[config.mk]
export PLATFORM = sky130hd
export DESIGN_NAME = mics_ram
export DESIGN_NICKNAME = d
export VERILOG_FILES = /design/src/rtl/mics_ram.sv
export SDC_FILE = /design/constraint.sdc
export NUM_CORES = 1
export LEC_CHECK = 0
export BUFFER_PORTS_ARGS = -buffer_cell sky130_fd_sc_hd__buf_2
export CORE_ASPECT_RATIO = 1.25
export CORE_MARGIN = 4
export CORE_UTILIZATION = 30
export CTS_BUF_LIST = sky130_fd_sc_hd__clkbuf_4
export CTS_CLUSTER_SIZE = 28
export DETAILED_ROUTE_END_ITERATION = 6
export SYNTH_ARGS = -nofsm -noshare
export SYNTH_HDL_FRONTEND = slang
export SYNTH_SLANG_ARGS = --single-unit
[constraint.sdc]
create_clock -name i_clk -period 5.2 [get_ports i_clk]
set_clock_uncertainty 0.15 [all_clocks]
set_input_delay 1.04 -clock i_clk [delete_from_list [all_inputs] [get_ports i_clk]]
set_output_delay 1.04 -clock i_clk [all_outputs]
set_load 0.02 [all_outputs]
[src/rtl/mics_ram.sv]
module mics_ram #(
    parameter int W = 32,
    parameter int D = 32
) (
    input  logic                 i_clk,
    input  logic                 i_we,
    input  logic [$clog2(D)-1:0] i_waddr,
    input  logic [W-1:0]         i_wdata,
    input  logic [$clog2(D)-1:0] i_raddr,
    output logic [W-1:0]         o_rdata
);
    logic [W-1:0] r_mem [D];
    logic [W-1:0] r_rdata;

    always_ff @(posedge i_clk) begin
        if (i_we) begin
            r_mem[i_waddr] <= i_wdata;
        end
        r_rdata <= r_mem[i_raddr];
    end

    assign o_rdata = r_rdata;
endmodule

==> results_dict.tcl <==
set metrics [dict create \
    syn2layout_area_growth_pct 14.1 \
    initial_core_util_pct 30.3 \
    dp_hpwl_um 61600 \
    drt_first_pass_iters 5 \
    drtIter0Drc 1673 \
    rrSetupSlack_ns 3.38 \
    grt_pass1_vias 22000 \
    dp.cells 4013 \
    period_minus_slack_ns 2.94 \
    grt_max_degree 75 \
    n_fill_cell 12700 \
    fmaxAchievable_ghz 0.340 \
    post_cts.resized_instances 0 \
    holdPathEnd "r_mem[7][27]" \
    die_area_um2 141000 \
    num_vias 21400 \
    cts_root_buf "clkbuf_4" \
    cpPeakStageDelay_ns 0.45 \
    ys_seq_area_share_pct 77.5 \
    grt-ovfl-total 0 \
    synth-seq-cells 1056 \
    hold_class "primary input to flip-flop" \
    worstSetupEndpointType "output port" \
    fin_crit_sh_pct 56.6 \
    clock_sinks 1056 \
    finalSetupViolations 0 \
    setup-tns-final_ns 0 \
    holdPathStages 1 \
    crit_required_ns 4.01 \
    power.density_nw_per_um2 365 \
    die_y_um 419 \
    cts_setup_buffers 0 \
    vias_per_cell 4.82 \
    critPathKind "flip-flop to output port" \
    rows 150 \
    tightest_slew_ns 1.37 \
    cts_max_level 4 \
    hold_viol_final 0 \
    io_pins 76 \
    synth_edf_count 1024 \
    ctsHoldBuffers 0 \
    status "finished, final reports clean" \
    vdd_drop_max_v 0.000186 \
    syn_nets 2304 \
    final_cells 4453 \
    multi_input_area_um2 8610 \
    relSlewSlack_pct 8.23 \
    synth_area_um2 40500 \
    cts_buffer_depth 3 \
    cts_tree "built" \
    io_buffers 75 \
    ant_nets 0 \
    nNetsFinal 2544 \
    ff_latch_area_um2 31400 \
    cts.clk_slew.worst_paths_ns 0.07 \
    wire_per_inst_um 23.4 \
    routed_wl_um 104000 \
    die_w_um 337 \
    synth_cells 2260 \
    leakage_nw 16.0 \
    drc 0 \
    clock_latency_ns 1.12 \
    cts_buffers 233 \
    syn_avg_cell_area_um2 17.9 \
    worst_setup_path_start_kind "flip-flop" \
    r2r_start "r_mem[5][1]" \
    core_area_um2 134000 \
    grt.total_usage_pct 14.6 \
    cap_violations 0 \
    crit_fanout 1 \
    grt_pass1_wl_um 149000 \
    post_route_cells_drive_above_1_share_pct 20.3 \
    crit_buf_inv 1 \
    r2r_cells 5 \
    r2r-end "o_rdata[1]" \
    holdCritStartpoint "i_wdata[27]" \
    antenna_found_initial 13 \
    crit_arrival_ns 1.75 \
    slowest_stage "dfxtp_1" \
    holdWs_ns 0.341 \
    synthFlopType "edfxtp_1" \
    place_congestion 0.778 \
    p_total_mw 16.9 \
    slew_viol_final 0 \
    path_cells "buf_2" \
    crit_family "flip-flops" \
    yosys_warnings 0 \
    yosysUniqueCellTypes 25 \
    rsz0062_at_grt "no" \
    postSynth.asyncResetShare_pct 0 \
]
-- how the worst max path moves through the flow --
| stage | from | endpoint | slack, ns | cells past startpoint |
|---|---|---|---|---|
| after CTS | o_rdata[8] | o_rdata[8] | 2.07 | 1 |
| after detailed placement | i_waddr[1] | r_mem[9][4] | 1.40 | 3 |
| after floorplan | i_waddr[1] | r_mem[12][0] | 1.58 | 3 |
| after global placement | i_waddr[1] | r_mem[9][7] | 1.48 | 3 |
| final | o_rdata[11] | o_rdata[11] | 2.26 | 1 |
| after global routing | o_rdata[11] | o_rdata[11] | 2.09 | 1 |
-- flip-flops by register name, indices dropped and copies added (netlist names) --
| signal | cells |
|---|---|
| r_mem | 1024 |
| o_rdata | 32 |
-- metrics by stage --
| step | util [%] | setup WS (ns) | instance area [um2] |
|---|---|---|---|
| 2_1_floorplan | - | 1.58 | 40500 |
| 3_3_place_gp | 32.2 | 1.48 | 43100 |
| 3_5_place_dp | 32.2 | 1.40 | 43100 |
| 4_1_cts | 34.5 | 2.07 | 46200 |
| 5_1_grt | 34.5 | 2.09 | 46200 |
| 6_report | 34.5 | 2.26 | 46200 |
-- layout make-up --
type / instances / share of cell area, %
well taps: 1748 / 4.73
clock inverters: 79 / 0.926
repair buffers: 132 / 2.00
clock buffers: 352 / 5.72
flip-flops and latches: 1056 / 67.9
diodes: 9 / 0.0487
multi-input cells: 1077 / 18.6
-- cell usage in the layout (no fill, tap or decap), types with 5 or more instances in the layout --
| cell | instances |
|---|---|
| nand2_1 | 97 |
| nand3_1 | 98 |
| nand3b_1 | 5 |
| nor2_4 | 33 |
| clkbuf_4 | 352 |
| clkinv_1 | 59 |
| diode_2 | 9 |
| buf_4 | 48 |
| buf_2 | 74 |
| a31oi_1 | 32 |
| a22o_1 | 64 |
| buf_12 | 9 |
| mux2i_1 | 512 |
| clkinv_2 | 8 |
| a21oi_1 | 96 |
| edfxtp_1 | 1024 |
| a22oi_1 | 96 |
| nor3_1 | 32 |
| dfxtp_1 | 32 |
-- synth_stat cells, types with 32 or more instances --
library cell | number | area share [%]
nor2_1 | 34 | 0.32
a21oi_1 | 96 | 1.2
mux2i_1 | 512 | 13
buf_4 | 33 | 0.61
a22oi_1 | 96 | 1.8
nand3_1 | 98 | 1.2
a31oi_1 | 32 | 0.49
edfxtp_1 | 1024 | 76
nor3_1 | 32 | 0.40
clkbuf_1 | 46 | 0.43
dfxtp_1 | 32 | 1.6
a22o_1 | 64 | 1.4
nand2_1 | 98 | 0.91
-- metal layers --
metal  share of wire, %  vias to the layer above  track usage, %  routed length [um]
li1                   -                     9651               -                   -
met1                 39                    10900            17.1               40500
met2                 51                      676            25.2               53300
met3                5.9                      176            3.74                6180
met4                3.9                        4            6.50                4020
met5              0.022                        -               0                  23
-- logic make-up after synthesis --
group / Yosys count / synth area share [%]
flops: 1056 / 77.5
compound gates: 288 / 4.85
buf+inv: 127 / 1.86
simple gates: 277 / 3.10
mux: 512 / 12.7
-- power breakdown --
group / switching [mW] / total (mW) / internal (mW)
clock network: 3.13 / 6.42 / 3.29
registers: 0.0548 / 9.51 / 9.46
logic: 0.667 / 0.950 / 0.283
total: 3.85 / 16.9 / 13.0
No activity file was read; power rests on OpenSTA's default activity.
